`src/rtl/picture_buffer_output_bumping_defines.svh`:
```
// assertion macros for the picture buffer output bumping block
// no dependencies; taken in by the files that assert
`ifndef PICTURE_BUFFER_OUTPUT_BUMPING_DEFINES_SVH
`define PICTURE_BUFFER_OUTPUT_BUMPING_DEFINES_SVH

// antecedent implies consequent in the same cycle
`define PBOB_ASSERT_SAME(label, clk, rst_n, ante, cons, msg) \
	label: assert property (@(posedge clk) disable iff (!rst_n) (ante) |-> (cons)) \
		else $error(msg);

// antecedent implies consequent in the next cycle
`define PBOB_ASSERT_NEXT(label, clk, rst_n, ante, cons, msg) \
	label: assert property (@(posedge clk) disable iff (!rst_n) (ante) |=> (cons)) \
		else $error(msg);

`endif

```
`src/rtl/pbob_pkg.sv`:
```
// shared types and constants of the picture buffer output bumping block
// no dependencies
`default_nettype none

package pbob_pkg;

	localparam int unsigned BUFFER_SLOTS_DEF = 16;
	localparam int unsigned MAX_RESULTS      = 16;
	localparam int unsigned RES_CNT_W        = $clog2(MAX_RESULTS + 1);

	// field widths
	localparam int unsigned OPCODE_W     = 3;
	localparam int unsigned SLOT_FIELD_W = 4;
	localparam int unsigned ORDER_W      = 32;
	localparam int unsigned SEQ_W        = 8;
	localparam int unsigned ENTRY_W      = SEQ_W + ORDER_W;
	// slot indexes that the slot_index field can name
	localparam int unsigned SLOT_INDEX_RANGE = 2 ** SLOT_FIELD_W;

	// opcodes
	localparam logic [OPCODE_W-1:0] OP_INSERT = 3'd0;
	localparam logic [OPCODE_W-1:0] OP_MARK   = 3'd1;
	localparam logic [OPCODE_W-1:0] OP_DRAIN  = 3'd2;
	localparam logic [OPCODE_W-1:0] OP_FLUSH  = 3'd3;
	localparam logic [OPCODE_W-1:0] OP_EVICT  = 3'd4;
	localparam logic [OPCODE_W-1:0] OP_DROP   = 3'd5;

	// configuration registers
	localparam int unsigned CFG_IDX_W  = 1;
	localparam int unsigned CFG_DATA_W = 5;
	localparam int unsigned REORDER_W  = 4;
	localparam int unsigned BUFSIZE_W  = 5;
	localparam logic [CFG_IDX_W-1:0] REG_REORDER_LIMIT   = 1'd0;
	localparam logic [CFG_IDX_W-1:0] REG_MAX_BUFFER_SIZE = 1'd1;
	localparam logic [REORDER_W-1:0] REORDER_LIMIT_RST   = 4'd0;
	localparam logic [BUFSIZE_W-1:0] MAX_BUFFER_SIZE_RST = 5'd16;

	typedef struct packed {
		logic [OPCODE_W-1:0]       opcode;
		logic [SLOT_FIELD_W-1:0]   slot_index;
		logic signed [ORDER_W-1:0] pic_order;
		logic [SEQ_W-1:0]          sequence_id;
		logic                      wants_output;
		logic                      short_term_mark;
		logic                      long_term_mark;
	} in_t;

	typedef struct packed {
		logic                      emitted;
		logic [SLOT_FIELD_W-1:0]   result_slot;
		logic signed [ORDER_W-1:0] result_order;
		logic [SEQ_W-1:0]          result_sequence;
		logic                      status;
		logic                      last_result;
	} out_t;

	typedef enum logic [1:0] {
		RES_NONE,
		RES_FULL,
		RES_INSERT,
		RES_BUMP
	} res_kind_t;

	// controller to datapath
	typedef struct packed {
		logic      latch;
		logic      sweep;
		logic      evict;
		logic      mark;
		logic      drop;
		logic      scan_start;
		logic      ins_write;
		logic      bump;
		logic      res_load;
		res_kind_t res_kind;
		logic      res_last;
	} cmd_t;

	// datapath to controller
	typedef struct packed {
		logic [OPCODE_W-1:0] op;
		logic                scan_done;
		logic                free_found;
		logic                go_now;
		logic                go_next;
	} status_t;

endpackage

`default_nettype wire

```
`src/rtl/pbob_ram.sv`:
```
// generic single-write, single-read ram with registered read data
// no dependencies
`default_nettype none

module pbob_ram #(
	parameter int unsigned WIDTH = 8,
	parameter int unsigned DEPTH = 16
) (
	input  wire logic                     clk,
	input  wire logic                     we,
	input  wire logic [$clog2(DEPTH)-1:0] waddr,
	input  wire logic [WIDTH-1:0]         wdata,
	input  wire logic [$clog2(DEPTH)-1:0] raddr,
	output      logic [WIDTH-1:0]         rdata
);

	logic [WIDTH-1:0] mem_q [DEPTH];

	always_ff @(posedge clk) begin
		if (we) begin
			mem_q[waddr] <= wdata;
		end
		rdata <= mem_q[raddr];
	end

endmodule

`default_nettype wire

```
`src/rtl/pbob_dp.sv`:
```
// datapath: slot flags, picture entry ram, slot scan and result register
// depends on pbob_pkg and pbob_ram
`default_nettype none

module pbob_dp #(
	parameter int unsigned BUFFER_SLOTS = pbob_pkg::BUFFER_SLOTS_DEF
) (
	input  wire logic                            clk,
	input  wire logic                            arst_n,
	input  wire pbob_pkg::in_t                   item,
	input  wire pbob_pkg::cmd_t                  cmd,
	input  wire logic                            cfg_we,
	input  wire logic [pbob_pkg::CFG_IDX_W-1:0]  cfg_index,
	input  wire logic [pbob_pkg::CFG_DATA_W-1:0] cfg_data,
	output      pbob_pkg::status_t               st,
	output      pbob_pkg::out_t                  result
);

	import pbob_pkg::*;

	localparam int unsigned SLOT_W = $clog2(BUFFER_SLOTS);
	localparam int unsigned CUR_W  = $clog2(BUFFER_SLOTS + 1);
	localparam int unsigned CNT_W  = CUR_W;
	localparam int unsigned CMP_W  = (CNT_W > BUFSIZE_W) ? CNT_W : BUFSIZE_W;
	localparam logic [CUR_W-1:0]  CUR_NONE  = CUR_W'(BUFFER_SLOTS);
	localparam logic [SLOT_W-1:0] SLOT_LAST = SLOT_W'(BUFFER_SLOTS - 1);

	in_t                   item_q;
	logic [REORDER_W-1:0]  reorder_lim_q;
	logic [BUFSIZE_W-1:0]  max_buffer_size_q;

	logic [BUFFER_SLOTS-1:0] used_q, pend_q, sref_q, lref_q;
	logic [BUFFER_SLOTS-1:0] used_n, pend_n, sref_n, lref_n;
	logic [BUFFER_SLOTS-1:0] idle, clr, cur_mask, idx_mask, ff_mask, best_mask, mk;
	logic [CUR_W-1:0]        cur_q;

	// slot scan
	logic              scan_run_q;
	logic [SLOT_W-1:0] scan_idx_q;
	logic              valid_s1;
	logic [SLOT_W-1:0] idx_s1;
	logic [ENTRY_W-1:0] rd_data;

	logic [CNT_W-1:0]   used_cnt_q, pend_cnt_q;
	logic               best_valid_q;
	logic [SLOT_W-1:0]  best_slot_q;
	logic [ENTRY_W-1:0] best_data_q;
	logic               ff_valid_q;
	logic [SLOT_W-1:0]  ff_slot_q;

	logic               s1_used, s1_pend, better;
	logic [ENTRY_W-1:0] key_rd, key_best;

	logic [CMP_W-1:0] pend_ext, pend_dec, used_ext, mr_ext, mbs_ext;
	logic             flush_op, bump_cond_now, bump_cond_next;

	out_t res_q, res_n;

	// item and configuration
	always_ff @(posedge clk) begin
		if (cmd.latch) begin
			item_q <= item;
		end
	end

	always_ff @(posedge clk or negedge arst_n) begin
		if (!arst_n) begin
			reorder_lim_q     <= REORDER_LIMIT_RST;
			max_buffer_size_q <= MAX_BUFFER_SIZE_RST;
		end else if (cfg_we) begin
			case (cfg_index)
				REG_REORDER_LIMIT:   reorder_lim_q     <= cfg_data[REORDER_W-1:0];
				REG_MAX_BUFFER_SIZE: max_buffer_size_q <= cfg_data[BUFSIZE_W-1:0];
				default: ;
			endcase
		end
	end

	// per-slot masks and next flag state
	always_comb begin
		idle = used_q & ~sref_q & ~lref_q & ~pend_q;
		for (int i = 0; i < BUFFER_SLOTS; i++) begin
			cur_mask[i]  = (cur_q == CUR_W'(i));
			idx_mask[i]  = (i < SLOT_INDEX_RANGE) &&
				(item_q.slot_index == SLOT_FIELD_W'(i));
			ff_mask[i]   = (ff_slot_q == SLOT_W'(i));
			best_mask[i] = (best_slot_q == SLOT_W'(i));
		end

		clr = '0;
		if (cmd.sweep) begin
			clr = idle;
		end
		if (cmd.evict) begin
			clr = idle & ~cur_mask;
		end
		if (cmd.drop) begin
			clr = cur_mask;
		end

		used_n = used_q & ~clr;
		pend_n = pend_q & ~clr;
		sref_n = sref_q & ~clr;
		lref_n = lref_q & ~clr;

		mk = cmd.mark ? (idx_mask & used_q) : '0;
		sref_n = (sref_n & ~mk) | (mk & {BUFFER_SLOTS{item_q.short_term_mark}});
		lref_n = (lref_n & ~mk) | (mk & {BUFFER_SLOTS{item_q.long_term_mark}});

		if (cmd.ins_write) begin
			used_n = used_n | ff_mask;
			pend_n = (pend_n & ~ff_mask) | (ff_mask & {BUFFER_SLOTS{item_q.wants_output}});
			sref_n = sref_n & ~ff_mask;
			lref_n = lref_n & ~ff_mask;
		end
		if (cmd.bump) begin
			pend_n = pend_n & ~best_mask;
		end
	end

	always_ff @(posedge clk or negedge arst_n) begin
		if (!arst_n) begin
			used_q <= '0;
			pend_q <= '0;
			sref_q <= '0;
			lref_q <= '0;
			cur_q  <= CUR_NONE;
		end else begin
			used_q <= used_n;
			pend_q <= pend_n;
			sref_q <= sref_n;
			lref_q <= lref_n;
			if (cmd.drop) begin
				cur_q <= CUR_NONE;
			end else if (cmd.ins_write) begin
				cur_q <= CUR_W'(ff_slot_q);
			end
		end
	end

	// entry store: sequence id above order count
	pbob_ram #(
		.WIDTH(ENTRY_W),
		.DEPTH(BUFFER_SLOTS)
	) u_entry_ram (
		.clk  (clk),
		.we   (cmd.ins_write),
		.waddr(ff_slot_q),
		.wdata({item_q.sequence_id, item_q.pic_order}),
		.raddr(scan_idx_q),
		.rdata(rd_data)
	);

	// address walk, one slot a cycle
	always_ff @(posedge clk or negedge arst_n) begin
		if (!arst_n) begin
			scan_run_q <= 1'b0;
			scan_idx_q <= '0;
			valid_s1   <= 1'b0;
			idx_s1     <= '0;
		end else begin
			if (cmd.scan_start) begin
				scan_run_q <= 1'b1;
				scan_idx_q <= '0;
			end else if (scan_run_q) begin
				scan_idx_q <= scan_idx_q + 1'b1;
				if (scan_idx_q == SLOT_LAST) begin
					scan_run_q <= 1'b0;
				end
			end
			valid_s1 <= scan_run_q;
			idx_s1   <= scan_idx_q;
		end
	end

	// unsigned key: sequence id, then order count with sign flipped
	always_comb begin
		s1_used  = used_q[idx_s1];
		s1_pend  = pend_q[idx_s1];
		key_rd   = {rd_data[ENTRY_W-1:ORDER_W], ~rd_data[ORDER_W-1], rd_data[ORDER_W-2:0]};
		key_best = {best_data_q[ENTRY_W-1:ORDER_W], ~best_data_q[ORDER_W-1],
			best_data_q[ORDER_W-2:0]};
		better   = !best_valid_q || (key_rd < key_best);
	end

	always_ff @(posedge clk or negedge arst_n) begin
		if (!arst_n) begin
			used_cnt_q   <= '0;
			pend_cnt_q   <= '0;
			best_valid_q <= 1'b0;
			best_slot_q  <= '0;
			ff_valid_q   <= 1'b0;
			ff_slot_q    <= '0;
		end else if (cmd.scan_start) begin
			used_cnt_q   <= '0;
			pend_cnt_q   <= '0;
			best_valid_q <= 1'b0;
			ff_valid_q   <= 1'b0;
		end else if (valid_s1) begin
			if (s1_used) begin
				used_cnt_q <= used_cnt_q + 1'b1;
			end
			if (s1_used && s1_pend) begin
				pend_cnt_q <= pend_cnt_q + 1'b1;
				if (better) begin
					best_valid_q <= 1'b1;
					best_slot_q  <= idx_s1;
				end
			end
			if (!s1_used && !ff_valid_q) begin
				ff_valid_q <= 1'b1;
				ff_slot_q  <= idx_s1;
			end
		end
	end

	always_ff @(posedge clk) begin
		if (valid_s1 && s1_used && s1_pend && better) begin
			best_data_q <= rd_data;
		end
	end

	// bump decision for this pass and for the one after it
	always_comb begin
		pend_ext = CMP_W'(pend_cnt_q);
		pend_dec = pend_ext - 1'b1;
		used_ext = CMP_W'(used_cnt_q);
		mr_ext   = CMP_W'(reorder_lim_q);
		mbs_ext  = CMP_W'(max_buffer_size_q);
		flush_op = (item_q.opcode == OP_FLUSH);
		bump_cond_now  = best_valid_q &&
			(flush_op || (pend_ext > mr_ext) || (used_ext >= mbs_ext));
		bump_cond_next = (pend_ext > CMP_W'(1)) &&
			(flush_op || (pend_dec > mr_ext) || (used_ext >= mbs_ext));
	end

	assign st.op         = item_q.opcode;
	assign st.scan_done  = valid_s1 && (idx_s1 == SLOT_LAST);
	assign st.free_found = ff_valid_q;
	assign st.go_now     = bump_cond_now;
	assign st.go_next    = bump_cond_next;

	// next result beat
	always_comb begin
		res_n = '0;
		res_n.last_result = cmd.res_last;
		case (cmd.res_kind)
			RES_FULL: begin
				res_n.status = 1'b1;
			end
			RES_INSERT: begin
				res_n.emitted         = 1'b1;
				res_n.result_slot     = SLOT_FIELD_W'(ff_slot_q);
				res_n.result_order    = item_q.pic_order;
				res_n.result_sequence = item_q.sequence_id;
			end
			RES_BUMP: begin
				res_n.emitted         = 1'b1;
				res_n.result_slot     = SLOT_FIELD_W'(best_slot_q);
				res_n.result_order    = best_data_q[ORDER_W-1:0];
				res_n.result_sequence = best_data_q[ENTRY_W-1:ORDER_W];
			end
			default: ;
		endcase
	end

	// result register
	always_ff @(posedge clk) begin
		if (cmd.res_load) begin
			res_q <= res_n;
		end
	end

	assign result = res_q;

endmodule

`default_nettype wire

```
`src/rtl/pbob_ctrl.sv`:
```
// controller: sequences dispatch, slot scans and result beats
// depends on pbob_pkg
`default_nettype none

module pbob_ctrl (
	input  wire logic              clk,
	input  wire logic              arst_n,
	input  wire logic              start,
	input  wire pbob_pkg::status_t st,
	output      logic              busy,
	output      pbob_pkg::cmd_t    cmd,
	output      logic              strobe
);

	import pbob_pkg::*;

	typedef enum logic [1:0] {
		S_IDLE,
		S_DISPATCH,
		S_SCAN,
		S_DECIDE
	} state_t;

	state_t               state_q;
	logic [RES_CNT_W-1:0] n_q;
	logic                 strobe_q;
	logic                 bump_last;
	logic                 scan_op;

	assign bump_last = !st.go_next || (n_q == RES_CNT_W'(MAX_RESULTS - 1));
	assign scan_op   = (st.op == OP_INSERT) || (st.op == OP_DRAIN) || (st.op == OP_FLUSH);

	always_comb begin
		cmd = '0;
		case (state_q)
			S_IDLE: begin
				cmd.latch = start;
			end
			S_DISPATCH: begin
				case (st.op)
					OP_INSERT: begin
						cmd.sweep      = 1'b1;
						cmd.scan_start = 1'b1;
					end
					OP_DRAIN, OP_FLUSH: begin
						cmd.scan_start = 1'b1;
					end
					OP_MARK: begin
						cmd.mark     = 1'b1;
						cmd.res_load = 1'b1;
						cmd.res_last = 1'b1;
					end
					OP_EVICT: begin
						cmd.evict    = 1'b1;
						cmd.res_load = 1'b1;
						cmd.res_last = 1'b1;
					end
					OP_DROP: begin
						cmd.drop     = 1'b1;
						cmd.res_load = 1'b1;
						cmd.res_last = 1'b1;
					end
					default: begin
						cmd.res_load = 1'b1;
						cmd.res_last = 1'b1;
					end
				endcase
			end
			S_DECIDE: begin
				cmd.res_load = 1'b1;
				if (st.op == OP_INSERT) begin
					cmd.ins_write = st.free_found;
					cmd.res_kind  = st.free_found ? RES_INSERT : RES_FULL;
					cmd.res_last  = 1'b1;
				end else if (st.go_now) begin
					cmd.bump       = 1'b1;
					cmd.res_kind   = RES_BUMP;
					cmd.res_last   = bump_last;
					cmd.scan_start = !bump_last;
				end else begin
					cmd.res_last = 1'b1;
				end
			end
			default: ;
		endcase
	end

	always_ff @(posedge clk or negedge arst_n) begin
		if (!arst_n) begin
			state_q  <= S_IDLE;
			n_q      <= '0;
			strobe_q <= 1'b0;
		end else begin
			strobe_q <= cmd.res_load;
			case (state_q)
				S_IDLE: begin
					if (start) begin
						state_q <= S_DISPATCH;
						n_q     <= '0;
					end
				end
				S_DISPATCH: begin
					state_q <= scan_op ? S_SCAN : S_IDLE;
				end
				S_SCAN: begin
					if (st.scan_done) begin
						state_q <= S_DECIDE;
					end
				end
				S_DECIDE: begin
					if (cmd.scan_start) begin
						state_q <= S_SCAN;
						n_q     <= n_q + 1'b1;
					end else begin
						state_q <= S_IDLE;
					end
				end
				default: state_q <= S_IDLE;
			endcase
		end
	end

	assign busy   = (state_q != S_IDLE);
	assign strobe = strobe_q;

endmodule

`default_nettype wire

```
`src/rtl/picture_buffer_output_bumping.sv`:
```
// top level of the picture buffer output bumping block
// depends on pbob_pkg, pbob_ctrl, pbob_dp and the assertion macro header
`default_nettype none
`include "picture_buffer_output_bumping_defines.svh"

// usage
// - command beat: taken at a rising edge with start high and busy low;
//   busy drops in the cycle that shows the last result beat of that command
// - result beats: one per cycle at most, each shown for exactly one cycle
//   with strobe high; last_result marks the final beat of a command.
//   the receiver cannot stall, so every beat must be taken as it comes
// - config: cfg_we writes cfg_data to register cfg_index
//   (0 reorder limit, 1 buffer size limit); only write while busy is low
// - sequence: mark, evict, drop and unknown opcodes give their beat
//   straight from dispatch; insert takes one slot scan; drain and flush
//   give their first beat after one slot scan, then one rescan per
//   further bumped picture, up to 16 pictures per command
// - the scan reads the entry ram one slot a cycle, which sets the rate
// - reset clears all slot flags, no current picture, reorder limit 0 and
//   max_buffer_size 16; the entry ram holds no reset value and its data is
//   only used for occupied slots
module picture_buffer_output_bumping #(
	parameter int unsigned BUFFER_SLOTS = pbob_pkg::BUFFER_SLOTS_DEF
) (
	input  wire logic                            clk,
	input  wire logic                            arst_n,
	// command channel
	input  wire logic                            start,
	output      logic                            busy,
	input  wire pbob_pkg::in_t                   item,
	// result channel
	output      logic                            strobe,
	output      pbob_pkg::out_t                  result,
	// config write port
	input  wire logic                            cfg_we,
	input  wire logic [pbob_pkg::CFG_IDX_W-1:0]  cfg_index,
	input  wire logic [pbob_pkg::CFG_DATA_W-1:0] cfg_data
);

	import pbob_pkg::*;

	cmd_t    cmd;
	status_t st;

	// controller: dispatch, scan passes, result beat timing
	pbob_ctrl u_ctrl (
		.clk   (clk),
		.arst_n(arst_n),
		.start (start),
		.st    (st),
		.busy  (busy),
		.cmd   (cmd),
		.strobe(strobe)
	);

	// datapath: slot flags, entry ram, min search, result register
	pbob_dp #(
		.BUFFER_SLOTS(BUFFER_SLOTS)
	) u_dp (
		.clk      (clk),
		.arst_n   (arst_n),
		.item     (item),
		.cmd      (cmd),
		.cfg_we   (cfg_we),
		.cfg_index(cfg_index),
		.cfg_data (cfg_data),
		.st       (st),
		.result   (result)
	);

	// a taken command keeps the block busy until its last beat
	`PBOB_ASSERT_NEXT(a_accept_busy, clk, arst_n, start && !busy, busy, "command beat not held busy")
	`PBOB_ASSERT_SAME(a_last_frees, clk, arst_n, strobe && result.last_result, !busy, "busy after last beat")
	// only bumps come before the last beat of a command
	`PBOB_ASSERT_SAME(a_mid_bump, clk, arst_n, strobe && !result.last_result, busy && result.emitted, "bad mid beat")
	// a full buffer carries no picture
	`PBOB_ASSERT_SAME(a_full_empty, clk, arst_n, strobe && result.status, !result.emitted && (result.result_order == '0), "full beat carries a picture")

endmodule

`default_nettype wire
```
`config.mk`:
```
export PLATFORM = sky130hd
export DESIGN_NAME = picture_buffer_output_bumping
export DESIGN_NICKNAME = d
export VERILOG_FILES = /design/src/rtl/pbob_pkg.sv /design/src/rtl/pbob_ram.sv /design/src/rtl/pbob_dp.sv /design/src/rtl/pbob_ctrl.sv /design/src/rtl/picture_buffer_output_bumping.sv
export VERILOG_INCLUDE_DIRS = /design/src /design/src/rtl
export SDC_FILE = /design/constraint.sdc
export NUM_CORES = 1
export LEC_CHECK = 0
export BUFFER_PORTS_ARGS = -buffer_cell sky130_fd_sc_hd__buf_2
export CAP_MARGIN = 20
export CORE_MARGIN = 2
export CORE_UTILIZATION = 49
export DETAILED_ROUTE_END_ITERATION = 10
export GPL_TIMING_DRIVEN = 0
export PLACE_DENSITY = 0.73
export REMOVE_ABC_BUFFERS = 1
export SETUP_SLACK_MARGIN = 0.3
export SLEW_MARGIN = 20
export SYNTH_ARGS = -nofsm -noshare
export SYNTH_HDL_FRONTEND = slang
export SYNTH_SLANG_ARGS = --single-unit
```
`constraint.sdc`:
```
create_clock -name clk -period 8.7 [get_ports clk]
set_clock_uncertainty 0.2 [all_clocks]
set_input_delay 0 -clock clk [delete_from_list [all_inputs] [get_ports clk]]
set_output_delay 0 -clock clk [all_outputs]
set_load 0.01 [all_outputs]
```
## Word-level counts from Yosys, hierarchy flattened

Memories as Yosys holds them, arrays and structs flattened. A register that Yosys moved wholly into a read port is not among the register bits.
Index checks and enable logic that the tools add are counted.
Widths: inputs -> output; s select.

- Register bits after elaboration: 253
- Bits in writable memories: 640
- Word-level logic and storage cells: 271
- Memories kept: 1

Memories:

| name | words | bits a word | read ports | clocked after memory_dff | write ports | line | RTL |
|---|---|---|---|---|---|---|---|
| u_dp.u_entry_ram.mem_q | 16 | 40 | 1 | 1 | 1 | pbob_ram.sv:17 | `logic [WIDTH-1:0] mem_q [DEPTH];` |

- Add/subtract/negate cells: 5
- $lt $le $gt $ge: 6
- Equality and inequality tests: 77
- Multiplexer cells: 67
- Bitwise gates (word level): 34
- Reductions and logical operators: 47

Operators with widths:

| operator | count |
|---|---|
| $and 16x16->16 | 18 |
| $mux 16 | 9 |
| $not 16->16 | 8 |
| $eq 4x4->1 const B | 26 |
| $pmux 45 s2 | 1 |
| $or 16x16->16 | 4 |
| $mux 5 | 10 |
| $eq 4x3->1 const B | 12 |
| $eq 5x4->1 const B | 9 |
| $lt 40x40->1 | 1 |
| $mux 1 | 28 |
| $eq 4x2->1 const B | 6 |
| $eq 5x3->1 const B | 4 |
| $reduce_bool 2->1 | 9 |
| $mux 2 | 8 |
| $add 5x1->5 const B | 3 |
| $eq 4x1->1 const B | 3 |
| $logic_not 4->1 | 3 |
| $mux 4 | 3 |
| $reduce_and 2->1 | 6 |
| $eq 5x2->1 const B | 2 |
| $gt 5x4->1 | 2 |
| $pmux 5 s2 | 1 |
| $reduce_and 3->1 | 3 |
| other kinds (25) | 57 |

## Longest topological paths before layout

Gate-level depths: netlist of run 1.

- Word-level depth: 14
- Gate-level depth with buffers: 13
- Gate-level depth less buffers: 11

## Modules after synthesis

From an unflattened synthesis of run 1, not the netlist that was laid out.

- Cell total of the unflattened synthesis: 2103
- Area, all modules: 37387.1 um^2

Modules (own cells, without submodules):

| module | times used | cells an instance | area an instance (um^2) |
|---|---|---|---|
| pbob_ram | 1 | 1040 | 25131.6 |
| pbob_dp | 1 | 996 | 11685.0 |
| pbob_ctrl | 1 | 67 | 570.5 |

## Worst setup path before layout of run 1

Ideal clock, no wire load.

- Path kind: register to register
- Start point: register u_dp.item_q, in the netlist u_dp.st[4]
- End point: register u_dp.pend_q[12]
- Arrival: 5.866 ns
- Required time: 8.376 ns
- Path slack: 2.510 ns
- Stages on the path, launching flop included: 6
- Path buffers: 0
- Period minus slack after synthesis: 6.190 ns
- Cells stage by stage: edfxtp_1 nor3_1 nand4_1 nor4_1 o21ai_0 o31a_1

- Word-level cells in the longest chain between the ends: 13

Ends and longest elaborated chain:

| item | line | RTL |
|---|---|---|
| start: declaration | pbob_dp.sv:28 | `in_t item_q;` |
| start signal: assignment | pbob_dp.sv:62 | `item_q <= item;` |
| $logic_not 3->1 | pbob_ctrl.sv:40, pbob_ctrl.sv:71 |  |
| $mux 1 | pbob_ctrl.sv:40 | `case (st.op)` |
| $mux 4 | pbob_ctrl.sv:35 | `case (state_q)` |
| $mux 16 | pbob_dp.sv:91 | `if (cmd.sweep) begin` |
| $mux 16 | pbob_dp.sv:94 | `if (cmd.evict) begin` |
| $mux 16 | pbob_dp.sv:97 | `if (cmd.drop) begin` |
| $not 16->16 | pbob_dp.sv:102 | `pend_n = pend_q & ~clr;` |
| $and 16x16->16 | pbob_dp.sv:102 |  |
| $and 16x16->16 | pbob_dp.sv:112 | `pend_n = (pend_n & ~ff_mask) \| (ff_mask & {BUFFER_SLOTS{item_q.wants_output}});` |
| $or 16x16->16 | pbob_dp.sv:112 |  |
| $mux 16 | pbob_dp.sv:110 | `if (cmd.ins_write) begin` |
| $and 16x16->16 | pbob_dp.sv:117 | `pend_n = pend_n & ~best_mask;` |
| $mux 16 (*) | pbob_dp.sv:116 | `if (cmd.bump) begin` |
| via u_dp.pend_n[12] | pbob_dp.sv:33 | `logic [BUFFER_SLOTS-1:0] used_n, pend_n, sref_n, lref_n;` |
| end signal: assignment | pbob_dp.sv:130 | `pend_q <= pend_n;` |
| end: declaration | pbob_dp.sv:32 | `logic [BUFFER_SLOTS-1:0] used_q, pend_q, sref_q, lref_q;` |

Mark *: on every way through the listed nets, which the timed path passes. The rest lies on a longest branch.
A chain may end at the register's enable or synchronous reset.

## Worst setup path after layout of run 1

- Start point: register u_dp.item_q, in the netlist u_dp.st[4]
- End point: memory u_dp.u_entry_ram.mem_q[3][0] in the netlist's numbering (enable)

- Word-level cells in the longest chain between the ends: 5

Ends and longest elaborated chain:

| item | line | RTL |
|---|---|---|
| $logic_not 3->1 | pbob_ctrl.sv:71 | `if (st.op == OP_INSERT) begin` |
| $mux 1 | pbob_ctrl.sv:71 |  |
| $mux 2 | pbob_ctrl.sv:35 |  |
| $mux 1 | pbob_ram.sv:20 | `if (we) begin` |
| $mux 1 (not written as such) | pbob_ram.sv:21 | `mem_q[waddr] <= wdata;` |
| end: declaration | pbob_ram.sv:17 |  |

Every way passes these cells.

==> results of run 1 <==
==> sequential cells by signal, summed over array words and instances (netlist names), 3 cells and up <==
signal                  count
u_dp.st                     3
u_dp.used_cnt_q             5
u_dp.reorder_lim_q          4
u_dp.ff_slot_q              4
u_dp.lref_q                16
u_dp.result                47
u_dp.pend_q                16
u_dp.max_buffer_size_q      5
u_dp.idx_s1                 4
u_dp.u_entry_ram.rdata     40
u_dp.item_q                47
u_ctrl.n_q                  5
u_dp.best_slot_q            4
u_dp.u_entry_ram.mem_q    640
u_dp.pend_cnt_q             5
u_dp.scan_idx_q             4
u_dp.best_data_q           40
u_dp.used_q                16
u_dp.sref_q                16
u_dp.cur_q                  5
==> per-stage QoR <==
step	util	instances
4_1_cts	0.592	3315
3_3_place_gp	0.511	2914
5_1_grt	0.593	3315
6_report	0.593	3315
2_1_floorplan	-	1837
3_5_place_dp	0.535	3022
==> what timing repair did <==
action,CTS,global route
endpoints found under the setup margin,0,0
hold buffers,124,0
hold endpoints to repair,228,0
resized for setup,0,0
==> report_power, final <==
group	switching, mW	internal [mW]	total (mW)
clock	1.69	2.29	3.98
sequential	0.502	5.31	5.81
combinational	1.09	1.35	2.44
total	3.28	8.95	12.2
==> cell type report <==
cell class | instances | share of cell area
multi-input combinational | 844 | 0.206
clock buffer | 121 | 0.0573
timing repair buffer | 340 | 0.0764
tap | 969 | 0.0276
sequential | 933 | 0.615
inverter | 60 | 0.00518
clock inverter | 48 | 0.0119
==> worst max path at each step <==
stage,startpoint,endpoint,cells after the start
finish,u_dp.st[4]$_DFFE_PP_,u_dp.u_entry_ram.mem_q[3][0]$_DFFE_PP_,10
floorplan,u_dp.st[4]$_DFFE_PP_,u_dp.pend_q[1]$_DFF_PN0_,7
detailed placement,u_dp.st[4]$_DFFE_PP_,u_dp.u_entry_ram.mem_q[3][27]$_DFFE_PP_,10
CTS,u_dp.st[4]$_DFFE_PP_,u_dp.u_entry_ram.mem_q[3][0]$_DFFE_PP_,10
global placement,u_dp.st[4]$_DFFE_PP_,u_dp.pend_q[1]$_DFF_PN0_,7
global route,u_dp.st[4]$_DFFE_PP_,u_dp.u_entry_ram.mem_q[3][28]$_DFFE_PP_,10
==> cell usage in the layout (no fill, tap or decap), types with 21 or more instances in the layout <==
cell type      instances
edfxtp_1             777
mux4_2               201
buf_2                126
dlygate4sd3_1        123
dfrtp_1              110
clkbuf_16             92
nand2_1               81
a21oi_1               78
inv_1                 59
ha_1                  59
nand3_1               58
nor2_1                47
a22o_1                46
dfxtp_1               40
o21ai_0               34
buf_4                 33
buf_16                29
nand4_1               25
clkinv_2              21
==> cells by family after synthesis <==
logic type / count (synthesis)
AO/OA/AOI/OAI: 222
XOR/XNOR: 16
adder cells (fa/ha/maj): 59
buffers and inverters: 153
flip-flops: 933
multiplexers: 229
AND/OR/NAND/NOR: 318
==> critical path: cells and delay by family (launching register included) <==
family	cells	cell delay, ns
and+or+nand+nor	4	1.82
buffers and inverters	6	1.14
DFF	1	0.51
==> per-layer routing <==
metal,up-vias,share of wire,GRT usage
li1,8494,-,-
met1,10500,0.40,0.299
met2,919,0.51,0.387
met3,178,0.066,0.0352
met4,0,0.029,0.0747
met5,-,0,0
==> results.txt, run 1 <==
Layout overhead on the synthesized area: 20.3%
YS warnings: 0
RSZ-0062 raised after global routing: false
Final Instance Area: 44000 um^2
CTS tree: done
CP endpoint kind: register
Total power: 12.2 mW
DR pass1 iterations: 8
Placer Congestion: 0.871
Rows: 100
Pins over their slew limit: 0
PwrDens: 278 nW/um^2
Clock sink total: 933
Clock buffer depth: 3
Slowest CP cell: nor3b_2
Vias per Instance: 6.07
Yosys top cell by area: edfxtp_1
Die extent in x: 277 um
F_max: 251 MHz
Pin count of the biggest net entering global routing: 85
Leading cell types by count after synthesis: edfxtp_1, mux4_2, dfrtp_1, nand2_1, a21oi_1
FILL cells: 5164
CP max stage delay: 0.61 ns
Outcome: finished, final reports clean
DP HPWL: 54100 um
Root Driver: clkbuf_16
Crit path required time: 8.86 ns
Reg2reg start: u_dp.st[4]$_DFFE_PP_
Share of the synthesized area in the top cell type: 0.638
Hold Path End: u_dp.reorder_lim_q[1]$_DFFE_PN0P_
Crit path max fanout: 10
Syn Area/Cell: 18.9 um^2
Main combinational cell family by area after synthesis: multiplexers
CTS buffer count: 91
Adder-cell area share of the yosys netlist: 0.0202
R2R setup slack: 4.72 ns
First-pass GRT wire length: 130000 um
Total gr overflow: 0
Worst min path class: in2reg
Post-synthesis sequential area ratio: 0.740
Fin. Hold Viols: 0
Worst slew margin: 0.338
Ports: 109
PortBufs: 108
EDFF count, synth: 777
Nets: 2389
Register bit total from synthesis: 933
Hold path depth: 4
Mapped Area: 36600 um^2
Clock Latency Late Sink: 0.66 ns
Die H: 277 um
CTS clk-pin slew, worst paths: 0.06 ns
Maximum vdd ir drop: 154 uV
Final period util: 0.457
Ant diodes: 0
Depth of the most critical reg-to-reg path: 10
Number of max-cap violations: 0
Post-CTS setup repair buffer count: 0
Setup ws final: 4.72 ns
Setup_tns: 0 ns
Top FF cell, synth: edfxtp_1
Post-Route WL: 86300 um
Layout cells sized above 1: 0.267
Storage element area: 27100 um^2
Via count: 20100
Final Setup Violations: 0
Synth Instances: 1930
Synth async-reset ratio: 0.124
Final antenna-violating net count: 0
H-tree depth: 3
Area occupied by multi-input gates: 9070 um^2
Startpoint Class: register
Drt wl/cell: 26.0 um
Vias in the first global route: 20700
GRT Total Usage: 0.226
Arr. time, crit path: 4.14 ns
P_leak: 15.5 nW
Die ar.: 76800 um^2
Compound-Gate Fraction of Synth Area: 0.0406
Post-Place Cell Area: 39700 um^2
Pre-CTS WS: 4.77 ns
Crit Path Class: reg2reg
Crit-path cells: nor3_1 -> nor3b_2 -> buf_4 -> nand3_1 -> nor3_2 -> buf_6 -> buf_6 -> buf_6 -> buf_6 -> buf_6
Core Box Area: 74200 um^2
DRC viols: 0
Worst hold start: cfg_index
Initial antenna violation count: 1
Post-synthesis xor/xnor area fraction: 0.00383
RR Endpoint: u_dp.u_entry_ram.mem_q[3][0]$_DFFE_PP_
Most frequent cell after synthesis: edfxtp_1
Cell mode on critical path: buf_6
Transition time of the tightest slew-check pin: 0.990 ns
Synth top area cells: edfxtp_1, mux4_2, dfrtp_1
Post-layout min period: 3.98 ns
Multiplexer area fraction after synthesis: 0.136
DRT iter0 DRCs: 2197
Initial core utilization: 0.493
Simple-Gate Fraction of Synth Area: 0.0437
Hold Slack: 0.0603 ns
Number of distinct library cells after synthesis: 65
Note: power is estimated with default switching activity, not from simulation.
==> inputs of run 2 (changes only) <==
==> constraint.sdc (replaced) <==
create_clock -name clk -period 3.7 [get_ports clk]
set_clock_uncertainty 0.2 [all_clocks]
set_input_delay 0 -clock clk [delete_from_list [all_inputs] [get_ports clk]]
set_output_delay 0 -clock clk [all_outputs]
set_load 0.01 [all_outputs]
==> run 2 against run 1 <==
Global-route usage grew 0.18 points. Final cell count grew 0.87%. Via count grew 1.5%. Sequential share of layout area shrank 0.49 points. Clock power grew 140%. Routed wire length grew 1.9%. Maximum frequency grew 17%. Die area is the same. Largest power group unchanged. Cell area grew 0.81%. First-iteration DRC count grew 1.1%. Highest routed layer unchanged. Non-clock buffer count grew 28.
==> results.txt, run 2 (synthesized netlist as in run 1, its figures left out) <==
H-tree depth: 3
Arr. time, crit path: 3.56 ns
Crit path max fanout: 8
Transition time of the tightest slew-check pin: 0.998 ns
GRT Total Usage: 0.228
Die H: 277 um
CP max stage delay: 0.50 ns
Final Setup Violations: 0
Crit Path Class: reg2reg
Cell mode on critical path: buf_4
Hold Slack: 0.0566 ns
Outcome: finished, final reports clean
Rows: 100
CTS clk-pin slew, worst paths: 0.06 ns
PortBufs: 108
Max reg flops: 640
Final antenna-violating net count: 0
Fin util: 0.597
Clock buffer depth: 3
Crit path max-delay family: simple AND/OR/NAND/NOR gates
CP Buf/Inv Count: 5
Pre-CTS WS: -0.232 ns
P_leak: 15.7 nW
Startpoint Class: register
Final Instance Area: 44300 um^2
Crit path required time: 3.85 ns
Pin count of the biggest net entering global routing: 85
First-pass GRT wire length: 131000 um
Crit-path cells: nor3_1 -> nor3b_4 -> buf_4 -> nand3b_1 -> nor3_4 -> buf_6 -> buf_4 -> buf_4 -> buf_4
PwrDens: 652 nW/um^2
Initial core utilization: 0.493
Die extent in x: 277 um
Ant diodes: 0
Core Box Area: 74200 um^2
Clock sink total: 933
CP endpoint kind: register
Post-Place Cell Area: 39700 um^2
DR pass1 iterations: 6
Slowest CP cell: edfxtp_1
RSZ-0062 raised after global routing: true
Pins over their slew limit: 0
Worst min path class: in2reg
Post-Route WL: 88000 um
Final period util: 0.922
Drt wl/cell: 26.3 um
Nets: 2418
DP HPWL: 54100 um
Commonest non-fill, non-tap cell in the layout: edfxtp_1
FILL cells: 5093
Setup ws final: 0.288 ns
Post-layout min period: 3.41 ns
Number of max-cap violations: 0
Worst slew margin: 0.332
CTS tree: done
DRT iter0 DRCs: 2221
Fin. Hold Viols: 0
F_max: 293 MHz
Root Driver: clkbuf_16
Clock Latency Late Sink: 0.66 ns
Maximum vdd ir drop: 356 uV
Via count: 20400
Placer Congestion: 0.871
Vias per Instance: 6.11
Die ar.: 76800 um^2
Total gr overflow: 0
Setup_tns: 0 ns
Commonest non-fill, non-tap cells in the layout: edfxtp_1, mux4_2, buf_2
Ports: 109
Top reg by flops: u_dp.u_entry_ram.mem_q
CTS buffer count: 91
Layout overhead on the synthesized area: 21.2%
Layout cells sized above 1: 0.281
Vias in the first global route: 20900
Initial antenna violation count: 1
DRC viols: 0
==> run 2: cell types whose count changed in the layout (fill, tap and decap cells not counted), moves of 2 or more <==
| cell | previous run | this run |
|---|---|---|
| a31oi_1 | 10 | 8 |
| dfrtp_1 | 110 | 107 |
| a31oi_2 | 0 | 2 |
| dfrtp_2 | 0 | 3 |
| nor4_4 | 0 | 4 |
| nor3_2 | 4 | 2 |
| nor3_4 | 0 | 3 |
| nor4_2 | 3 | 0 |
| buf_4 | 33 | 59 |
| buf_12 | 14 | 16 |
==> run 2: metrics by stage <==
| stage | power (mW) | std cells |
|---|---|---|
| global placement | 18.1 | 2914 |
| global route | 29.9 | 3344 |
| floorplan | 17.4 | 1837 |
| detailed placement | 19.5 | 3022 |
| finish | 28.9 | 3344 |
| CTS | 29.0 | 3328 |
==> run 2: routing by layer <==
metal | up-vias | track usage | wire length, um | share of wire
li1 | 8555 | - | - | -
met1 | 10700 | 0.302 | 34000 | 0.39
met2 | 1016 | 0.390 | 45000 | 0.51
met3 | 185 | 0.0337 | 6290 | 0.071
met4 | 0 | 0.0773 | 2680 | 0.030
met5 | - | 0 | 0 | 0
==> run 2: worst register-to-register path, stage by stage (launching register included) <==
cell	delay [ns]
edfxtp_1	0.50
nor3_1	0.41
nor3b_4	0.37
buf_4	0.26
nand3b_1	0.32
nor3_4	0.30
buf_6	0.18
buf_4	0.18
buf_4	0.18
buf_4	0.20
==> run 2: worst paths after layout <==
path	start	to	slack (ns)	cells after the start
hold reg to reg	u_dp.u_entry_ram.rdata[34]$_DFF_P_	u_dp.best_data_q[34]$_DFFE_PP_	0.24	0
hold / removal	cfg_index	u_dp.reorder_lim_q[1]$_DFFE_PN0P_	0.06	4
max in group asynchronous	arst_n	u_dp.scan_idx_q[1]$_DFFE_PN0P_	2.46	5
setup reg to reg	u_dp.st[4]$_DFFE_PP_	u_dp.u_entry_ram.mem_q[2][18]$_DFFE_PP_	0.29	9
setup / recovery	u_dp.st[4]$_DFFE_PP_	u_dp.u_entry_ram.mem_q[2][18]$_DFFE_PP_	0.29	9
min in group asynchronous	arst_n	u_dp.used_q[4]$_DFF_PN0_	0.16	4
==> run 2: area by class of cell <==
type,instances,area (um^2),share of cell area
multi-input combinational,845,9180,0.207
tap,969,1210,0.0274
clock buffer,121,2520,0.0569
inverter,60,228,0.00514
clock inverter,48,524,0.0118
timing repair buffer,368,3590,0.0811
sequential,933,27100,0.611
==> run 2: where the power goes <==
part / internal [mW] / total (mW) / switching (mW)
clock network: 5.39 / 9.37 / 3.98
registers: 12.5 / 13.7 / 1.22
logic: 3.20 / 5.81 / 2.61
==> run 2: repair_timing <==
| item | in CTS | in global routing |
|---|---|---|
| hold endpoints to repair | 228 | 0 |
| pin swaps | 5 | 9 |
| buffers inserted | 12 | 16 |
| setup endpoints to repair | 426 | 159 |
| gates resized for setup | 15 | 7 |
| gates cloned | 1 | 0 |
| hold buffers | 124 | 0 |
